## src/hw/rtl/icf_pkg.sv

```systemverilog
package icf_pkg;

	// Default CORDIC iteration count
	localparam int CORDIC_STEPS_DEF = 24;

	// Iteration counts of the sequential divider and square root
	localparam int DIV_STEPS  = 8;
	localparam int SQRT_STEPS = 32;
	localparam int CNT_W      = 6;

	// CORDIC working widths: vector components and Q2.30 angle accumulator
	localparam int CW = 40;
	localparam int ZW = 35;

	localparam logic signed [ZW-1:0] PI_Q30 = 35'sd3373259426;
	localparam logic [14:0] DIV_K      = 15'd15625;
	// Reciprocal of 15625 scaled by 2^44, exact for 30-bit partial dividends
	localparam logic [30:0] DIV_M      = 31'd1125899907;
	// Smallest dividend whose quotient exceeds 2^40
	localparam logic [69:0] DIV_T      = 70'd17179869184015625;
	localparam logic [16:0] W_ONE      = 17'd65536;
	localparam logic [40:0] D_MAX      = 41'h100_0000_0000;

	// Register reset values
	localparam logic [16:0]        BLEND_RST = 17'd64225;
	localparam logic signed [31:0] YAW_RST   = 32'sd52680458;

	// Register index codes (paddr bit 2)
	localparam logic REG_BLEND = 1'b0;
	localparam logic REG_YAW   = 1'b1;

	typedef enum logic [3:0] {
		ST_IDLE, ST_DISP, ST_GMUL, ST_GSUM, ST_GDIV, ST_GUPD, ST_GTIME,
		ST_ASQ, ST_ASUM, ST_ASQRT, ST_APREP, ST_ACORD, ST_AFIN, ST_BUPD, ST_DONE
	} state_t;

	typedef struct packed {
		logic             load;
		logic             gmul;
		logic             gsum;
		logic             gdiv;
		logic             gupd;
		logic             gtime;
		logic             asq;
		logic             asum;
		logic             asqrt;
		logic             aprep;
		logic             acord;
		logic             ainit;
		logic             bmul;
		logic             bupd;
		logic             outld;
		logic [CNT_W-1:0] step;
	} dp_cmd_t;

	typedef struct packed {
		logic is_accel;
		logic started;
		logic time_valid;
	} dp_stat_t;

	// Q2.30 arctangent of 2^-i
	function automatic logic [29:0] atan_q30(input logic [4:0] i);
		logic [29:0] r;
		case (i)
			5'd0:    r = 30'd843314857;
			5'd1:    r = 30'd497837829;
			5'd2:    r = 30'd263043837;
			5'd3:    r = 30'd133525159;
			5'd4:    r = 30'd67021687;
			5'd5:    r = 30'd33543516;
			5'd6:    r = 30'd16775851;
			5'd7:    r = 30'd8388437;
			5'd8:    r = 30'd4194283;
			5'd9:    r = 30'd2097149;
			5'd31:   r = 30'd0;
			default: r = 30'd1 << (5'd30 - i);
		endcase
		return r;
	endfunction

	// Clamp to the signed 32-bit range
	function automatic logic signed [31:0] sat32(input logic signed [50:0] v);
		logic signed [31:0] r;
		if (v > 51'sd2147483647)
			r = 32'sh7fff_ffff;
		else if (v < -51'sd2147483648)
			r = 32'sh8000_0000;
		else
			r = v[31:0];
		return r;
	endfunction

endpackage

```

## src/hw/rtl/icf_ctrl.sv

```systemverilog
module icf_ctrl
	import icf_pkg::*;
#(
	parameter int CORDIC_STEPS = CORDIC_STEPS_DEF
) (
	input  logic     clk,
	input  logic     arst_n,
	input  logic     s_tvalid,
	output logic     s_tready,
	output logic     m_tvalid,
	input  logic     m_tready,
	input  dp_stat_t stat,
	output dp_cmd_t  cmd
);

	state_t           state_q, state_d;
	logic [CNT_W-1:0] cnt_q;
	logic             ov_q;

	// Next state
	always_comb begin
		state_d = state_q;
		case (state_q)
			ST_IDLE:  if (s_tvalid) state_d = ST_DISP;
			ST_DISP: begin
				if (stat.is_accel)
					state_d = ST_ASQ;
				else if (stat.started && stat.time_valid)
					state_d = ST_GMUL;
				else
					state_d = ST_GTIME;
			end
			ST_GMUL:  state_d = ST_GSUM;
			ST_GSUM:  state_d = ST_GDIV;
			ST_GDIV:  if (cnt_q == CNT_W'(DIV_STEPS - 1)) state_d = ST_GUPD;
			ST_GUPD:  state_d = ST_DONE;
			ST_GTIME: state_d = ST_DONE;
			ST_ASQ:   state_d = ST_ASUM;
			ST_ASUM:  state_d = ST_ASQRT;
			ST_ASQRT: if (cnt_q == CNT_W'(SQRT_STEPS - 1)) state_d = ST_APREP;
			ST_APREP: state_d = ST_ACORD;
			ST_ACORD: if (cnt_q == CNT_W'(CORDIC_STEPS - 1)) state_d = ST_AFIN;
			ST_AFIN:  state_d = stat.started ? ST_BUPD : ST_DONE;
			ST_BUPD:  state_d = ST_DONE;
			ST_DONE:  if (!ov_q || m_tready) state_d = ST_IDLE;
			default:  state_d = ST_IDLE;
		endcase
	end

	// Datapath commands
	always_comb begin
		cmd      = '0;
		cmd.step = cnt_q;
		case (state_q)
			ST_IDLE:  cmd.load  = s_tvalid;
			ST_GMUL:  cmd.gmul  = 1'b1;
			ST_GSUM:  cmd.gsum  = 1'b1;
			ST_GDIV:  cmd.gdiv  = 1'b1;
			ST_GUPD: begin
				cmd.gupd  = 1'b1;
				cmd.gtime = 1'b1;
			end
			ST_GTIME: cmd.gtime = 1'b1;
			ST_ASQ:   cmd.asq   = 1'b1;
			ST_ASUM:  cmd.asum  = 1'b1;
			ST_ASQRT: cmd.asqrt = 1'b1;
			ST_APREP: cmd.aprep = 1'b1;
			ST_ACORD: cmd.acord = 1'b1;
			ST_AFIN: begin
				cmd.ainit = !stat.started;
				cmd.bmul  = stat.started;
			end
			ST_BUPD:  cmd.bupd  = 1'b1;
			ST_DONE:  cmd.outld = !ov_q || m_tready;
			default:  cmd.load  = 1'b0;
		endcase
	end

	assign s_tready = (state_q == ST_IDLE);
	assign m_tvalid = ov_q;

	// State, iteration counter and output valid
	always_ff @(posedge clk or negedge arst_n) begin
		if (!arst_n) begin
			state_q <= ST_IDLE;
			cnt_q   <= '0;
			ov_q    <= 1'b0;
		end else begin
			state_q <= state_d;
			cnt_q   <= (state_d != state_q) ? '0 : cnt_q + 1'b1;
			if (cmd.outld)
				ov_q <= 1'b1;
			else if (m_tready)
				ov_q <= 1'b0;
		end
	end

`ifndef SYNTHESIS
	a_div_exit: assert property (@(posedge clk) disable iff (!arst_n)
		(state_q == ST_GDIV && cnt_q == CNT_W'(DIV_STEPS - 1)) |=> (state_q == ST_GUPD))
		else $error("divider did not hand over after its last step");
	a_accept_disp: assert property (@(posedge clk) disable iff (!arst_n)
		(s_tvalid && s_tready) |=> (state_q == ST_DISP))
		else $error("accepted transaction not dispatched");
	a_cordic_bound: assert property (@(posedge clk) disable iff (!arst_n)
		(state_q == ST_ACORD) |-> (cnt_q < CNT_W'(CORDIC_STEPS)))
		else $error("CORDIC ran past its step count");
	a_done_hold: assert property (@(posedge clk) disable iff (!arst_n)
		(state_q == ST_DONE && ov_q && !m_tready) |=> (state_q == ST_DONE && ov_q))
		else $error("result overwritten while output stalled");
`endif

endmodule

```

## config.mk

```make
export PLATFORM = sky130hd
export DESIGN_NAME = icf_ctrl
export DESIGN_NICKNAME = d
export VERILOG_FILES = /design/src/hw/rtl/icf_pkg.sv /design/src/hw/rtl/icf_ctrl.sv
export SDC_FILE = /design/constraint.sdc
export NUM_CORES = 1
export LEC_CHECK = 0
export BUFFER_PORTS_ARGS = -buffer_cell sky130_fd_sc_hd__buf_2
export CAP_MARGIN = 20
export CORE_MARGIN = 3
export CORE_UTILIZATION = 30
export DETAILED_ROUTE_END_ITERATION = 6
export PLACE_DENSITY = 0.49
export SETUP_SLACK_MARGIN = 0.2
export SYNTH_ARGS = -nofsm -noshare
export SYNTH_HDL_FRONTEND = slang
export SYNTH_SLANG_ARGS = --single-unit
```

## constraint.sdc

```tcl
create_clock -name clk -period 2.35 [get_ports clk]
set_input_delay 0.47 -clock clk [delete_from_list [all_inputs] [get_ports clk]]
set_output_delay 0.47 -clock clk [all_outputs]
set_load 0.01 [all_outputs]
```

==> out/results.tsv, run 1 <==
stage	metric	value	unit
logic_synthesis	share of flip-flops with an asynchronous set or reset	100	%
logic_synthesis	largest cells by area after synthesis	dfrtp_1 33%, nor2_1 4.5%, nand2b_1 3.8%	
final_layout	most frequent cells in the layout	29 x buf_2, 11 x dfrtp_1, 10 x nor2_1	
routing	vias per inst	5.20	
cts	CTS tree	yes	
sta	Setup TNS	0	ns
final_layout	most common cell after layout, fill and taps aside	buf_2	
pwr	Overall Power	0.00123	W
sta	endpoints failing setup	0	
pwr	Power Density	1180	mW/mm2
critical_path	worst path bufs/invs	2	
place	RePlAce Congestion	0.815	
min_path	HP Class	in2async	
critical_path	Worst path top cell family by delay	simple AND/OR/NAND/NOR gates	
cts	Worst-Skew Late Latency	0.27	ns
global_route	gr usage total	13.3	%
routing	DR vias	827	
cts	CTS buffer count	3	
sta	Layout Skew	0.000456	ns
pwr	leakage power figure	0.505	nW
cts	clk sinks	11	
sta	post-route minimum period	2.07	ns
logic_synthesis	area leader, netlist	dfrtp_1	
cts	H-tree depth	1	
die	I/O Pins	30	
cts	clock tree buffer depth	2	
final_layout	Area Overhead vs Synth	25.4	%
routing	drt wl/cell	13.8	um
global_route	largest net degree at the start of global routing	18	
critical_path	Worst setup SP type	register	
die	Die X	58.5	um
sta	Period Utilization, post-route	88.3	%
routing	initial drt markers	18	
final_layout	share of cells above drive strength 1	31.0	%
critical_path	crit-path cells	nand2_1 -> or3_4 -> inv_1 -> buf_2	
cts	Setup Buffers After CTS	0	
die	Die Y-Extent	58.5	um
place	IO buf count	29	
sta	slew of the pin with the lowest slew margin	0.585	ns
routing	Routed Antenna Nets	0	
die	core area	0.00254	mm2
global_route	first-pass GRT wire length	3580	um
final_layout	NumNets Final	138	
critical_path	Setup crit end kind	output pin	
sta	Fin. Hold Viols	0	
pwr	VDD IR-drop max	472	uV
sta	Pins Over Slew Limit	0	
logic_synthesis	proportion of netlist area held by the largest area contributor	33.2	%
cts	CTS root buffer	clkbuf_4	
logic_synthesis	Netlist cell types	36	
global_route	total grt overflow	0	
routing	final WL	2190	um
flow_run	Max-Cap Viols	0	
sta	RSZ-0062 raised after global routing	no	
routing	drt drc	0	
critical_path	Reg2Reg Setup Slack	0.41	ns
logic_synthesis	Yosys reg bits	11	
critical_path	max incr delay on CP	0.54	ns
critical_path	required time of the critical path	1.88	ns
outcome	status	complete, no violations	
cts	Clock transition at path regs	0.07	ns
global_route	initial antenna violation count	0	
global_route	number of global-route vias before repair	770	
final_layout	# diodes	0	
critical_path	critical path arrival	1.60	ns
die	die area	0.00343	mm2
critical_path	CP max stage cell	dfrtp_1	
critical_path	worst-path fanout max	11	
logic_synthesis	syn nets	107	
die	cell row count	18	
die	initial core utilization	32.5	%
critical_path	kind of critical path	reg2out	
sta	Max transition margin	61.0	%
place	DP HPWL	1740	um
logic_synthesis	Gate Count Post-Synth	99	
cts	# hold bufs at CTS	0	
logic_synthesis	ys flop type	dfrtp_1	
sta	Fmax	0.482	GHz
logic_synthesis	synth warn	0	
routing	DR pass1 iterations	4	
logic_synthesis	Mean Syn Cell Area	8.37	um2
logic_synthesis	Post-Syn Area	828	um2
logic_synthesis	Post-synth EDFFs	0	
logic_synthesis	Seq/Total Area, Yosys	33.2	%
==> final cells by class <==
| cell class | instances | area, um2 |
|---|---|---|
| Sequential cell | 11 | 275 |
| Clock buffer | 3 | 22.5 |
| Timing Repair Buffer | 33 | 175 |
| Fill cell | 279 | 1510 |
| Clock inverter | 1 | 5.00 |
| Multi-Input combinational cell | 76 | 504 |
| Tap cell | 30 | 37.5 |
| Inverter | 5 | 18.8 |
==> sequential cells by signal, indices dropped and copies added (netlist names) <==
signal	flops
cnt_q	6
m_tvalid	1
state_q	4
==> Yosys cell counts (3+ instances only) <==
cell type and n:
a31oi_1 3, dfrtp_1 11, nor2_1 10, nor4_1 5
nand2_1 6, inv_1 5, nand3_1 3, nand2b_1 5
clkbuf_1 5, nor3_1 6, a21oi_1 6, o21ai_1 4
==> through the flow <==
stage               hold slack (ns)  cells  cell area, um2  util (%)  worst slack (ns)
floorplan                     0.174     99             828         -             0.508
global placement              0.350    155            1010      39.5             0.454
detailed placement            0.356    155            1010      39.5             0.417
CTS                          0.0598    159            1040      40.8             0.218
global route                 0.0650    159            1040      40.8             0.222
finish                       0.0582    159            1040      40.8             0.275
==> metal layers <==
metal,share of wire (%),global-route usage [%],up-vias
met5,0,0,-
met4,0.59,1.99,0
met3,5.2,3.95,2
met2,44,20.7,15
met1,50,18.6,385
li1,-,-,425
==> where the power goes <==
part	internal (W)	switching [W]
clock network	0.0000630	0.0000634
logic	0.000314	0.000457
registers	0.000250	0.0000808
total	0.000628	0.000601
==> cell families (layout without fill, tap and decap cells) <==
kind of cell    count (synthesis)  in the layout  share of synthesized area [%]
compound gates                 21             21                           19.2
xor+xnor                        4              4                           4.23
fa+ha+maj                       1              1                           1.51
buf+inv                        12             42                           6.50
flops                          11             11                           33.2
simple gates                   50             50                           35.3
==> final timing paths <==
| check | start | cells after the start | end |
|---|---|---|---|
| setup / recovery | state_q[3] | 4 | cmd[8] |
| min in group clk | cnt_q[0] | 1 | cnt_q[0] |
| max in group asynchronous | arst_n | 1 | state_q[2] |
| setup reg to reg | cnt_q[0] | 5 | cnt_q[3] |
| hold / removal | arst_n | 1 | state_q[0] |
| hold reg to reg | cnt_q[0] | 1 | cnt_q[0] |
==> worst reg2reg max path: cells and delay by family, from the launching register on <==
family                     cells  cell delay (ns)
DFF                            1             0.41
and+or+nand+nor                3             0.84
AOI/OAI and AO/OA              1             0.30
adders and majority gates      1             0.24
==> timing repair <==
action	CTS	global route
setup endpoints to repair	1	1
hold endpoints to repair	0	0
gates resized for setup	1	1
pin swaps	0	0
(Power assumes the default switching activity.)
==> run 2, diff against run 1 <==
--- a/config.mk
+++ b/config.mk
@@ -5,12 +5,14 @@
 export SDC_FILE = /design/constraint.sdc
 export NUM_CORES = 1
 export LEC_CHECK = 0
-export BUFFER_PORTS_ARGS = -buffer_cell sky130_fd_sc_hd__buf_2
 export CAP_MARGIN = 20
+export CELL_PAD_IN_SITES_DETAIL_PLACEMENT = 1
+export CELL_PAD_IN_SITES_GLOBAL_PLACEMENT = 2
 export CORE_MARGIN = 3
 export CORE_UTILIZATION = 30
 export DETAILED_ROUTE_END_ITERATION = 6
-export PLACE_DENSITY = 0.49
+export DONT_BUFFER_PORTS = 1
+export PLACE_DENSITY = 0.65
 export SETUP_SLACK_MARGIN = 0.2
 export SYNTH_ARGS = -nofsm -noshare
 export SYNTH_HDL_FRONTEND = slang
==> run 2 against run 1 <==
Against the previous run: fmax rose by 2.7%; via count is 7.9% lower; final cell count down 15%; count of clock-buffer cells in the layout is 1 higher; critical endpoint unchanged.
==> out/results.tsv, run 2 (same netlist as run 1, synthesis figures left out) <==
stage	metric	value	unit	change
sta	endpoints failing setup	0		unchanged
final_layout	final core occ	36.7	%	-4.1 points
sta	Max transition margin	67.1	%	+6.1 points
routing	DR pass1 iterations	4		unchanged
pwr	leakage power figure	0.378	nW	-25%
global_route	initial antenna violation count	0		unchanged
die	cell row count	18		unchanged
sta	Fmax	0.495	GHz	+2.7%
pwr	Int Pwr	0.000605	W	-3.6%
global_route	total grt overflow	0		unchanged
outcome	status	complete, no violations		
flow_run	Max-Cap Viols	0		unchanged
cts	CTS root buffer	clkbuf_4		
pwr	VDD IR-drop max	564	uV	+20%
cts	clock tree buffer depth	2		unchanged
final_layout	Non-Filler Instances	135		-15%
cts	H-tree depth	1		unchanged
final_layout	# diodes	0		unchanged
final_layout	share of cells above drive strength 1	14.3	%	-17 points
final_layout	most frequent cells in the layout	10 x nor2_1, 10 x dfrtp_1, 8 x buf_4		
cts	CTS buffer count	3		unchanged
die	Die Y-Extent	58.5	um	unchanged
cts	CTS tree	yes		
pwr	sw frac	49.8	%	+0.83 points
sta	post-route minimum period	2.02	ns	-0.0541 ns
die	core area	0.00254	mm2	unchanged
global_route	gr usage total	14.6	%	+1.3 points
place	IO buf count	0		-100%
critical_path	required time of the critical path	1.88	ns	about the same
routing	DR vias	762		-7.9%
place	RePlAce Congestion	0.708		-13%
routing	drt wl/cell	16.9	um	+22%
die	initial core utilization	32.5	%	unchanged
sta	Final WS setup	0.329	ns	+0.0541 ns
routing	final WL	2280	um	+3.9%
sta	Setup TNS	0	ns	unchanged
cts	Worst-Skew Late Latency	0.26	ns	about the same
routing	drt drc	0		unchanged
final_layout	# fillers	317		+14%
critical_path	kind of critical path	reg2out		
place	pre-CTS WS	0.325	ns	-0.0920 ns
pwr	Comb power frac	61.4	%	-1.4 points
cts	clk sinks	11		unchanged
sta	Period Utilization, post-route	86.0	%	-2.3 points
global_route	first-pass GRT wire length	3800	um	+6.0%
critical_path	Worst setup SP type	register		
pwr	Sequential Power Share	28.3	%	+1.4 points
place	DP HPWL	1800	um	+3.4%
critical_path	critical path arrival	1.55	ns	-0.05 ns
pwr	Power Density	1290	mW/mm2	+9.1%
global_route	largest net degree at the start of global routing	18		unchanged
die	die area	0.00343	mm2	unchanged
final_layout	Reg with most FFs	cnt_q		
sta	RSZ-0062 raised after global routing	no		
sta	Layout Skew	0.00331	ns	+0.00285 ns
final_layout	NumNets Final	114		-17%
sta	Pins Over Slew Limit	0		unchanged
cts	Clock transition at path regs	0.07	ns	about the same
pwr	Clk network pwr share	10.3	%	about the same
routing	Routed Antenna Nets	0		unchanged
min_path	HP Class	in2reg		
routing	initial drt markers	22		+4
sta	WHS	0.514	ns	+0.456 ns
global_route	number of global-route vias before repair	742		-3.6%
pwr	P_sw	0.000599	W	-0.32%
critical_path	Setup crit end kind	output pin		
critical_path	worst-path fanout max	6		-5
final_layout	max reg flops	6		unchanged
sta	Fin. Hold Viols	0		unchanged
routing	vias per inst	5.64		+8.5%
final_layout	Area Overhead vs Synth	12.7	%	
die	I/O Pins	30		unchanged
sta	slew of the pin with the lowest slew margin	0.492	ns	-0.0938 ns
place	placed insts	130		-16%
die	Die X	58.5	um	unchanged
run 2: metrics by stage:
step	cell area (um2)	total power (W)
3_5_place_dp	891	0.00108
2_1_floorplan	828	0.000877
6_report	933	0.00120
3_3_place_gp	891	0.00107
4_1_cts	927	0.00122
5_1_grt	933	0.00133
run 2: final timing paths:
check / start / end / slack [ns] / depth (start not counted)
setup / recovery: state_q[1] / cmd[8] / 0.33 / 3
hold / removal: m_tready / m_tvalid / 0.51 / 2
setup reg to reg: cnt_q[1] / cnt_q[3] / 0.36 / 5
hold reg to reg: cnt_q[0] / cnt_q[0] / 0.54 / 1
max in group asynchronous: arst_n / cnt_q[0] / 1.39 / 1
min in group asynchronous: arst_n / cnt_q[1] / 0.60 / 1
run 2: critical path: stages, from the launching register on:
cell	delay, ns
dfrtp_1	0.37
or2_0	0.35
or3_4	0.45
inv_1	0.11
run 2: cell type report:
type	count	area, um2	share of cell area [%]
timing repair buffer	9	70.1	7.51
tap	30	37.5	4.02
inverter	5	18.8	2.01
clock buffer	4	26.3	2.82
multi-input combinational	76	504	54.0
sequential	11	277	29.6
run 2: power by group through the flow:
stage	sequential [W]	clock, W	combinational (W)
floorplan	0.000306	0	0.000570
global placement	0.000342	0	0.000724
global route	0.000357	0.000141	0.000828
detailed placement	0.000348	0	0.000729
finish	0.000341	0.000124	0.000739
CTS	0.000344	0.000131	0.000740
run 2: what timing repair did:
action | 4_1_cts | 5_1_grt
setup endpoints to repair | 0 | 2
hold buffers | 1 | 0
hold endpoints to repair | 11 | 0
gates resized for setup | 0 | 2
setup buffers | 0 | 0
run 2: layer usage:
layer / track usage, % / share of wire, %
met1: 20.4 / 47
met2: 23.1 / 49
met3: 4.17 / 3.6
met4: 1.99 / 0
met5: 0 / 0
